### src/hdl/sspq_pkg.sv
// Package for the stable sorted priority queue.
// Holds command and status codes and the control struct shared by top and cells.
// No dependencies.
`default_nettype none
package sspq_pkg;

    localparam logic CMD_PUSH = 1'b0;
    localparam logic CMD_POP  = 1'b1;

    localparam logic [1:0] ST_OK         = 2'd0;
    localparam logic [1:0] ST_POP_EMPTY  = 2'd1;
    localparam logic [1:0] ST_PUSH_FULL  = 2'd2;
    localparam logic [1:0] ST_RESERVED   = 2'd3;

    typedef struct packed {
        logic push;
        logic pop;
    } t_cell_ctl;

endpackage
`default_nettype wire

### src/hdl/sspq_cell.sv
// One storage cell of the sorted chain: holds one (key, handle) entry.
// Depends on sspq_pkg for the control struct.
`default_nettype none
module sspq_cell #(
    parameter int KEY_BITS    = 32,
    parameter int HANDLE_BITS = 9
) (
    input  wire                      i_clk,
    input  wire sspq_pkg::t_cell_ctl i_ctl,
    input  wire                      i_occupied,
    input  wire  [KEY_BITS-1:0]      i_new_key,
    input  wire  [HANDLE_BITS-1:0]   i_new_handle,
    input  wire                      i_left_ins,
    input  wire  [KEY_BITS-1:0]      i_left_key,
    input  wire  [HANDLE_BITS-1:0]   i_left_handle,
    input  wire  [KEY_BITS-1:0]      i_right_key,
    input  wire  [HANDLE_BITS-1:0]   i_right_handle,
    output logic                     o_ins,
    output logic [KEY_BITS-1:0]      o_key,
    output logic [HANDLE_BITS-1:0]   o_handle
);

    logic [KEY_BITS-1:0]    r_key;
    logic [HANDLE_BITS-1:0] r_handle;
    logic [KEY_BITS-1:0]    n_key;
    logic [HANDLE_BITS-1:0] n_handle;

    // The new entry lands at or before this slot
    assign o_ins    = !i_occupied || (r_key > i_new_key);
    assign o_key    = r_key;
    assign o_handle = r_handle;

    always_comb begin
        n_key    = r_key;
        n_handle = r_handle;
        if (i_ctl.pop) begin
            n_key    = i_right_key;
            n_handle = i_right_handle;
        end else if (i_ctl.push && o_ins) begin
            if (i_left_ins) begin
                n_key    = i_left_key;
                n_handle = i_left_handle;
            end else begin
                n_key    = i_new_key;
                n_handle = i_new_handle;
            end
        end
    end

    always_ff @(posedge i_clk) begin
        r_key    <= n_key;
        r_handle <= n_handle;
    end

endmodule
`default_nettype wire

### config.mk
export PLATFORM = sky130hd
export DESIGN_NAME = sspq_cell
export DESIGN_NICKNAME = d
export VERILOG_FILES = /design/src/hdl/sspq_pkg.sv /design/src/hdl/sspq_cell.sv
export SDC_FILE = /design/constraint.sdc
export NUM_CORES = 1
export LEC_CHECK = 0
export BUFFER_PORTS_ARGS = -buffer_cell sky130_fd_sc_hd__buf_2
export CAP_MARGIN = 20
export CORE_UTILIZATION = 45
export DETAILED_ROUTE_END_ITERATION = 16
export PLACE_DENSITY = 0.91
export RECOVER_POWER = 50
export SYNTH_ARGS = -nofsm -noshare
export SYNTH_HDL_FRONTEND = slang
export SYNTH_SLANG_ARGS = --single-unit
### constraint.sdc
create_clock -name i_clk -period 4 [get_ports i_clk]
set_input_delay 0.6 -clock i_clk [delete_from_list [all_inputs] [get_ports i_clk]]
set_output_delay 0.6 -clock i_clk [all_outputs]
set_load 0.01 [all_outputs]
==> summary.txt, run 1 <==
Cells and area
  – Filler Cells Inserted: between 500 and 600
  – Non-filler instance count after layout: between 500 and 600
  – Layout area overhead: 34.10%
  – Share of the core filled with cells: between 60% and 70%
  – Share of cells above drive strength 1: about a third
  – Post-layout nets: 620
  – Ant diodes: 0

Run
  – Max cap viols: 0

Setup path
  – Crit. End Element: output pin
  – CP required: between 3 and 4 ns
  – R2R Path Start: o_key[13]
  – Worst R2R Path Depth: 6
  – Crit path max fanout: 4
  – CP Class: flop to output pin
  – Worst R2R End: o_key[25]
  – Internal reg-to-reg setup slack: 1.39 ns
  – CP Launch Type: flop
  – Worst Path Arrival: roughly 2.2 ns

Power and ir drop
  – Int Pwr: between 0.8 and 0.9 mW
  – Clk network pwr share: 27.0%
  – Cell Pwr Density: 317.9 nW/um2
  – Reg power frac: 45.0%
  – Psw: roughly 0.37 mW
  – LEAKAGE: around 2.0 nW
  – Sw Share: 29.70%
  – Combinational share of power: between 20 and 30%
  – Max VDD drop: ~0.19 mV

Clock network
  – Clock latency on the worst-skew pair: ~0.30 ns
  – CTS hold repair buffers: 0
  – Root Buffer: clkbuf_8
  – Clock transition at the registers of the reported paths: ~0.080 ns
  – Postcts setup bufs: 0
  – Maximum buffer depth of the clock tree: 2
  – Number of H-tree levels: 2
  – Clock Sinks: 41
  – CTS tree: yes
  – CTS Buf Count: 5
  – CTS-repair resized insts: 0

Worst hold path
  – Hold Crit Class: primary input to flop
  – Min-delay src: i_right_handle[1]
  – Worst Hold Depth: 3
  – Worst Hold Path EP: o_handle[1]

GRT
  – GR Util met3: under 10%
  – Met1 Use GR: between 20% and 30%
  – Top Usage Layer GRT: met2
  – Global-route wire length before repair: 10,880 um
  – Met2 Usage GRT: a little under two fifths
  – Congestion Overflow GR: 0
  – Largest net degree at the start of global routing: 83
  – Tot GR Track Use: a little over a fifth
  – Antenna violations before repair: 0
  – Vias in the first global route: about 2,500

STA
  – Slew HR: slightly below 7%
  – Fin. Hold Viols: 0
  – Fin. max-slew vios: 0
  – Total Neg Setup Slack: 0 ns
  – Minimum clock period: between 2 and 3 ns
  – Fmax: between 300 and 400 MHz
  – Worst Max-Slew Pin Slew: 1.398 ns
  – Final setup vio count: 0
  – Crit share post-route: a little under three quarters
  – RSZ-0062 raised after global routing: false
  – Worst Clk Skew: 0.004854 ns

Synthesis
  – EDFF count, synth: 41
  – Synth Flop Type: edfxtp_1
  – Sequential area share after synthesis: roughly two fifths
  – Most frequent cell after synthesis: nand2_1
  – Mean Syn Cell Area: approximately 10 um2
  – Synth top cells by count: nand2_1 (45), edfxtp_1 (41), mux2i_1 (41), o21ai_1 (41), inv_1 (33)
  – Synth Cell Area: 2932 um2
  – Distinct cell type count after synthesis: 32
  – Syn Nets: around 450
  – Asr flop ratio synth: 0%
  – Yosys top cell by area: edfxtp_1
  – Mapped Cells: a little under 300
  – Yosys reg bits: 41
  – Ranking of synthesized cells by area: edfxtp_1 (42%), mux2i_1 (14%), ha_1 (14%)
  – Yosys warning count: 0
  – Synth top area share: a little over two fifths

Place
  – Final HPWL DP: 6072 um
  – Inst Count DP: 529
  – Routability cong.: between 0.8 and 0.9
  – IO Port Bufs: about 170

Floorplan
  – # rows: 29
  – Die area: between 6000 and 7000 um2
  – Boundary Pins: between 150 and 200
  – Core area: roughly 6300 um2
  – Die Ht: between 80 and 90 um
  – Starting Density: a little under half
  – Die Width: roughly 83 um

Routing
  – DR iter-0 viols: 72
  – Antenna viol nets, final: 0
  – DRC viols: 0
  – DR vias/cell: a little over 5
  – Routed WL: 7613 um
  – Via count: 2,729
  – Drt wl/cell: ~14 um
  – DRT Pass-1 Iters: 5

Outcome
  – Status: complete, no violations
## kinds of logic (layout without fill, tap and decap cells)
group / Yosys count / in the layout / share of synthesized area [%]
DFF: 41 / 41 / 42.00
AOI/OAI and AO/OA: 69 / 69 / 14.04
and+or+nand+nor: 64 / 64 / 10.12
muxes: 41 / 41 / 14.00
buffers and inverters: 47 / 214 / 6.189
adders and majority gates: 32 / 32 / 13.66
## state kept, by name (all words and copies together) (netlist names)
name      cells
o_key        32
o_handle      9
## placed cells by master, fill, tap and decap left out, types with 2 or more instances in the layout
cell	instances
buf_4	2
o21ai_0	21
a21o_1	3
nand2_1	45
edfxtp_1	41
nor2_1	2
buf_2	128
nand4_1	7
a21oi_1	12
clkbuf_1	41
inv_1	33
clkbuf_8	5
o21ai_1	22
mux2i_1	41
ha_1	32
nand3_1	4
## power by group through the flow
stage                     registers, mW  clock network (mW)  logic (mW)
after floorplan                   0.594                   0       0.176
after global placement            0.568                   0       0.349
after detailed placement          0.571                   0       0.364
after CTS                         0.561               0.347       0.366
after global routing              0.567               0.357       0.394
final                             0.562               0.338       0.350
## layout make-up
| cell class | count | area, um2 | share of cell area (%) |
|---|---|---|---|
| clock buffers | 5 | 68.82 | 1.750 |
| inverters | 33 | 123.9 | 3.151 |
| clock inverters | 3 | 46.29 | 1.178 |
| repair buffers | 173 | 834.6 | 21.23 |
| well taps | 77 | 96.34 | 2.451 |
| multi-input cells | 206 | 1530 | 38.92 |
| flip-flops and latches | 41 | 1231 | 31.32 |
## routing by layer
| layer | up-vias | wire (um) |
|---|---|---|
| met5 | - | 0 |
| met4 | 0 | 92 |
| met3 | 11 | 520 |
| met2 | 108 | 3795 |
| met1 | 1216 | 3204 |
| li1 | 1394 | - |
## through the flow
stage	power [mW]	worst slack, ns	instance area (um2)	hold slack (ns)
floorplan	0.7702	0.7369	2932	0.7935
global placement	0.9169	1.125	3850	0.8865
detailed placement	0.9351	1.060	3850	0.8901
CTS	1.274	1.138	3965	0.5753
global route	1.318	1.051	3931	0.5841
finish	1.250	1.163	3931	0.5819
## worst max-delay path: stages (launching register included)
cell and delay (ns):
edfxtp_1 0.41, ha_1 0.33, nand4_2 0.18, a2111oi_2 0.44, o31ai_1 0.20, a31oi_1 0.21, buf_2 0.16
## how the worst max path moves through the flow
stage,to,cells past startpoint,start
6_report,o_ins,6,o_key[13]
5_1_grt,o_ins,6,o_key[13]
4_1_cts,o_ins,6,o_key[13]
3_5_place_dp,o_key[21],8,i_new_key[13]
3_3_place_gp,o_key[27],8,i_new_key[13]
2_1_floorplan,o_handle[0],7,i_new_key[1]
Power figures use the tool's default switching activity.
==> run 2, diff against run 1 <==
Clock period 4 ns to 2.9 ns, I/O delays scaled along.
==> run 2 against run 1 <==
Compared with the run above: the flow now finishes with violations (max-capacitance violations, max-slew violations); non-clock buffer count decreased by 1; core utilization decreased by 0.50 points; final cell count unchanged; critical path type unchanged; largest cell class unchanged.
==> summary.txt, run 2 (synthesis results as in run 1) <==
STA
  – Slew HR: -4.227% (-11 points)
  – Worst Clk Skew: 0.005991 ns (+0.001137 ns)
  – Fin. Hold Viols: 0 (unchanged)
  – Total Neg Setup Slack: 0 ns (unchanged)
  – Fmax: around 370 MHz
  – Final setup vio count: 0 (unchanged)
  – Worst Max-Slew Pin Slew: 1.563 ns (+0.1649 ns)
  – Minimum clock period: ~2.7 ns
  – Fin. max-slew vios: 22 (+22)
  – Crit share post-route: between 90 and 100%
  – RSZ-0062 raised after global routing: false

GRT
  – Global-route wire length before repair: 10,750 um (-1.2%)
  – Congestion Overflow GR: 0 (unchanged)
  – Largest net degree at the start of global routing: 67 (-19%)
  – Antenna violations before repair: 1 (+1)
  – Tot GR Track Use: 21.07% (-0.35 points)
  – Vias in the first global route: 2,515 (+1.5%)

Power and ir drop
  – Clk network pwr share: 23.7% (-3.3 points)
  – Sw Share: 31.69% (+2.0 points)
  – LEAKAGE: 1.955 nW (-0.85%)
  – Max VDD drop: 0.2729 mV (+47%)
  – Reg power frac: 47.1% (+2.1 points)
  – Combinational share of power: 29.3% (+1.3 points)
  – Psw: 0.5220 mW (+41%)
  – Int Pwr: 1.125 mW (+28%)
  – Cell Pwr Density: 422.4 nW/um2 (+33%)

Routing
  – Drt wl/cell: 13.96 um (-1.3%)
  – Antenna viol nets, final: 0 (unchanged)
  – Routed WL: 7511 um (-1.3%)
  – DRT Pass-1 Iters: 4 (-1)
  – Via count: 2,726 (-0.11%)
  – DR vias/cell: 5.067 (-0.11%)
  – DRC viols: 0 (unchanged)
  – DR iter-0 viols: 44 (-39%)

Clock network
  – Clock Sinks: 41 (unchanged)
  – Maximum buffer depth of the clock tree: 2 (unchanged)
  – CTS Buf Count: 5 (unchanged)
  – CTS hold repair buffers: 0 (unchanged)
  – CTS-repair resized insts: 0 (unchanged)
  – Clock transition at the registers of the reported paths: 0.09 ns (about the same)
  – Number of H-tree levels: 2 (unchanged)
  – CTS tree: yes
  – Postcts setup bufs: 0 (unchanged)
  – Clock latency on the worst-skew pair: 0.30 ns (about the same)
  – Root Buffer: clkbuf_8

Floorplan
  – Die area: 6841 um2 (unchanged)
  – # rows: 29 (unchanged)
  – Die Ht: 82.71 um (unchanged)
  – Core area: 6314 um2 (unchanged)
  – Starting Density: 46.43% (unchanged)
  – Boundary Pins: 170 (unchanged)
  – Die Width: 82.71 um (unchanged)

Place
  – Final HPWL DP: 5991 um (-1.3%)
  – Post-DP Area: 3875 um2 (+0.65%)
  – IO Port Bufs: 169 (unchanged)
  – Routability cong.: 0.8086 (-0.93%)

Setup path
  – Crit path max fanout: 4 (unchanged)
  – Worst Setup SP: o_key[30]
  – Worst R2R End: o_key[16]
  – Crit. End Element: output pin
  – Internal reg-to-reg setup slack: 0.45 ns (-0.94 ns)
  – Critical Path End: o_ins
  – Worst Path Arrival: 2.26 ns (+0.02 ns)
  – CP Class: flop to output pin
  – CP Launch Type: flop
  – R2R Path Start: o_key[23]
  – Worst R2R Path Depth: 6 (unchanged)
  – CP required: 2.47 ns (-0.93 ns)

Cells and area
  – Share of cells above drive strength 1: 31.74% (-0.36 points)
  – Max reg flops: 32 (unchanged)
  – Post-layout nets: 619 (-0.16%)
  – Most frequent cells in the layout: buf_2 (127), nand2_1 (45), clkbuf_1 (42)
  – Design area: 3900 um2 (-0.80%)
  – Most common cell after layout, fill and taps aside: buf_2
  – Layout area overhead: 33.03%

Run
  – Max cap viols: 1 (+1)

Outcome
  – Failing checks: max-capacitance violations, max-slew violations
  – Status: finished, violations left

Worst hold path
  – Hold Crit Class: primary input to flop
  – Min-delay src: i_right_key[29]
==> run 2: power by group through the flow <==
stage	logic, mW	clock network (mW)	registers, mW
after detailed placement	0.506	0	0.787
after global routing	0.543	0.428	0.784
final	0.482	0.390	0.776
after global placement	0.485	0	0.782
after CTS	0.509	0.400	0.774
after floorplan	0.246	0	0.818
==> run 2: layout make-up <==
type                            count  area, um2
Antenna cell                        1      2.502
Clock buffer                        5      68.82
Clock inverter                      3      21.27
Fill cell                         565       2414
Inverter                           33      123.9
Multi-Input combinational cell    206       1530
Sequential cell                    41       1231
Tap cell                           77      96.34
Timing Repair Buffer              172      825.8
==> run 2: worst min-delay path by stage <==
stage                  endpoint  slack [ns]  cells past startpoint
global route          o_key[21]        0.40                      3
floorplan             o_key[29]        0.63                      2
detailed placement  o_handle[0]        0.73                      3
finish                o_key[29]        0.41                      3
CTS                 o_handle[0]        0.41                      3
global placement    o_handle[7]        0.72                      3
==> run 2: stage by stage <==
| step | util (%) | worst slack (ns) | instances | power, mW | hold WS (ns) |
|---|---|---|---|---|---|
| 2_1_floorplan | - | 0.1925 | 294 | 1.064 | 0.6285 |
| 3_3_place_gp | 61.38 | 0.3219 | 529 | 1.267 | 0.7166 |
| 3_5_place_dp | 61.38 | 0.3282 | 529 | 1.293 | 0.7270 |
| 4_1_cts | 62.80 | 0.2103 | 537 | 1.683 | 0.4110 |
| 5_1_grt | 61.77 | 0.08925 | 538 | 1.754 | 0.4014 |
| 6_report | 61.77 | 0.2057 | 538 | 1.647 | 0.4118 |
==> run 2: per-layer routing <==
metal	vias to the layer above	part of all wire [%]	global-route usage [%]	routed length (um)
li1	1399	-	-	-
met1	1208	41	23.49	3094
met2	109	51	38.44	3828
met3	10	6.0	4.835	454
met4	0	1.8	8.276	133
met5	-	0	0	0
==> run 2: critical path, cell delays in order (launching register included) <==
cell and delay, ns:
edfxtp_1 0.41, ha_1 0.33, nand4_1 0.21, nor2_1 0.07, a221o_1 0.33, a211oi_2 0.31, a31oi_1 0.14, buf_2 0.16
==> run 3, diff against run 2 <==
Clock period 2.9 ns to 3 ns, I/O delays scaled along.
==> run 3 against run 2 <==
Compared with the run above: the run now ends clean; worst hold slack gained 0.022 ns; register-to-register slack gained 0.04 ns; clock skew grew 0.00069 ns; final area shrank 0.22%; sequential power shrank 3.2%; sequential cell count is the same; routed wire length shrank 0.64%; setup slack gained 0.053 ns; largest cell class unchanged; largest power group unchanged.
==> summary.txt, run 3 (synthesis results as in run 1) <==
Outcome
  – Status: complete, no violations

Setup path
  – R2R Path Start: o_key[23]
  – Worst R2R Path Depth: 6 (unchanged)
  – Crit. End Element: output pin
  – CP Launch Type: flop
  – Crit path max fanout: 3 (-1)
  – CP required: 2.55 ns (+0.08 ns)
  – CP Class: flop to output pin
  – Worst R2R End: o_key[21]
  – Internal reg-to-reg setup slack: 0.49 ns (+0.04 ns)
  – Worst Path Arrival: 2.29 ns (+0.03 ns)

Worst hold path
  – Min-delay src: i_right_handle[0]
  – Hold Crit Class: primary input to flop
  – Worst Hold Depth: 3 (unchanged)
  – Worst Hold Path EP: o_handle[0]

Cells and area
  – FF+latch area: 1231 um2 (unchanged)
  – Area of the multi-input gates: 1530 um2 (unchanged)
  – Share of the core filled with cells: 61.63% (-0.14 points)
  – Most frequent cells in the layout: buf_2 (127), nand2_1 (45), clkbuf_1 (42)
  – Filler Cells Inserted: 576 (+1.9%)
  – Layout area overhead: 32.74%
  – Max reg flops: 32 (unchanged)
  – Share of cells above drive strength 1: 31.89% (+0.15 points)
  – Post-layout nets: 620 (+0.16%)
  – Most common cell after layout, fill and taps aside: buf_2
  – Design area: 3891 um2 (-0.22%)

GRT
  – Vias in the first global route: 2,557 (+1.7%)
  – Tot GR Track Use: 21.51% (+0.44 points)
  – Congestion Overflow GR: 0 (unchanged)
  – Antenna violations before repair: 1 (unchanged)
  – Global-route wire length before repair: 11,010 um (+2.4%)
  – Largest net degree at the start of global routing: 67 (unchanged)

Floorplan
  – # rows: 29 (unchanged)
  – Boundary Pins: 170 (unchanged)
  – Starting Density: 46.43% (unchanged)
  – Core area: 6314 um2 (unchanged)
  – Die Ht: 82.71 um (unchanged)
  – Die area: 6841 um2 (unchanged)
  – Die Width: 82.71 um (unchanged)

Power and ir drop
  – Max VDD drop: 0.2792 mV (+2.3%)
  – Cell Pwr Density: 402.6 nW/um2 (-4.7%)
  – LEAKAGE: 1.953 nW (about the same)

Clock network
  – Clock Sinks: 41 (unchanged)
  – CTS Buf Count: 5 (unchanged)
  – Clock transition at the registers of the reported paths: 0.08 ns (about the same)
  – CTS hold repair buffers: 0 (unchanged)
  – Number of H-tree levels: 2 (unchanged)
  – Clock latency on the worst-skew pair: 0.29 ns (about the same)
  – Maximum buffer depth of the clock tree: 2 (unchanged)
  – Postcts setup bufs: 0 (unchanged)
  – Root Buffer: clkbuf_8
  – CTS-repair resized insts: 0 (unchanged)
  – CTS tree: yes

STA
  – RSZ-0062 raised after global routing: false
  – Worst Max-Slew Pin Slew: 1.316 ns (-0.2479 ns)
  – Minimum clock period: between 2 and 3 ns
  – Fin. max-slew vios: 0 (-100%)
  – Worst Clk Skew: 0.006678 ns (+0.0006872 ns)
  – Final setup vio count: 0 (unchanged)
  – Slew HR: 12.30% (+17 points)
  – Post-route setup slack: 0.2584 ns (+0.05272 ns)
  – Fmax: between 300 and 400 MHz
  – Crit share post-route: approximately nine tenths
  – Fin Hold WS: 0.4336 ns (+0.02179 ns)
  – Fin. Hold Viols: 0 (unchanged)
  – Total Neg Setup Slack: 0 ns (unchanged)

Routing
  – Via count: 2,750 (+0.88%)
  – Antenna viol nets, final: 0 (unchanged)
  – Drt wl/cell: 13.85 um (-0.82%)
  – DRT Pass-1 Iters: 4 (unchanged)
  – Routed WL: 7463 um (-0.64%)
  – DR vias/cell: 5.102 (+0.69%)
  – DR iter-0 viols: 62 (+41%)
  – DRC viols: 0 (unchanged)

Place
  – Pre-CTS WS: 0.3309 ns (+0.002675 ns)
  – IO Port Bufs: 169 (unchanged)
  – Routability cong.: 0.8119 (+0.41%)
  – Post-DP Area: 3870 um2 (-0.13%)
  – Final HPWL DP: 6178 um (+3.1%)

Run
  – Max cap viols: 0 (-1)
## run 3: cell types whose count changed in the layout (fill, tap and decap cells not counted)
cell,change
buf_12,-1
buf_4,+2
clkinv_2,+1
inv_6,-1
## run 3: through the flow
step	total power, mW	instances
2_1_floorplan	1.028	294
3_3_place_gp	1.223	530
3_5_place_dp	1.250	530
4_1_cts	1.604	538
5_1_grt	1.666	539
6_report	1.567	539
## run 3: layer usage
| layer | wire, um | part of all wire (%) | track usage (%) | vias up |
|---|---|---|---|---|
| met4 | 104 | 1.4 | 5.345 | 0 |
| met5 | 0 | 0 | 0 | - |
| met1 | 2979 | 40 | 23.78 | 1226 |
| li1 | - | - | - | 1399 |
| met2 | 3901 | 52 | 41.31 | 116 |
| met3 | 477 | 6.4 | 4.505 | 9 |
## run 3: worst max-delay path: stages, from the launching register on
cell and delay [ns]:
edfxtp_1 0.42, ha_1 0.35, nand4_1 0.15, nor4_2 0.44, o31ai_1 0.22, a31oi_1 0.25, buf_2 0.17
## run 3: cell type report
| class | count | share of cell area (%) |
|---|---|---|
| clock inverter | 3 | 0.4502 |
| clock buffer | 5 | 1.768 |
| timing repair buffer | 173 | 21.09 |
| sequential | 41 | 31.64 |
| antenna | 1 | 0.06431 |
| tap | 77 | 2.476 |
| multi-input combinational | 206 | 39.32 |
| inverter | 33 | 3.183 |
## run 3: worst max path at each step
stage / start / end / slack (ns) / cells after the start
floorplan: i_new_key[1] / o_handle[0] / 0.28 / 7
global placement: i_new_key[23] / o_handle[1] / 0.35 / 8
detailed placement: i_new_key[27] / o_handle[5] / 0.33 / 8
CTS: o_key[11] / o_ins / 0.28 / 7
global route: o_key[27] / o_ins / 0.12 / 6
finish: o_key[23] / o_ins / 0.26 / 6
## run 3: power by group
part,total [mW],internal [mW],switching (mW)
clock,0.353,0.161,0.192
combinational,0.463,0.205,0.258
sequential,0.751,0.716,0.0352
total,1.57,1.08,0.486
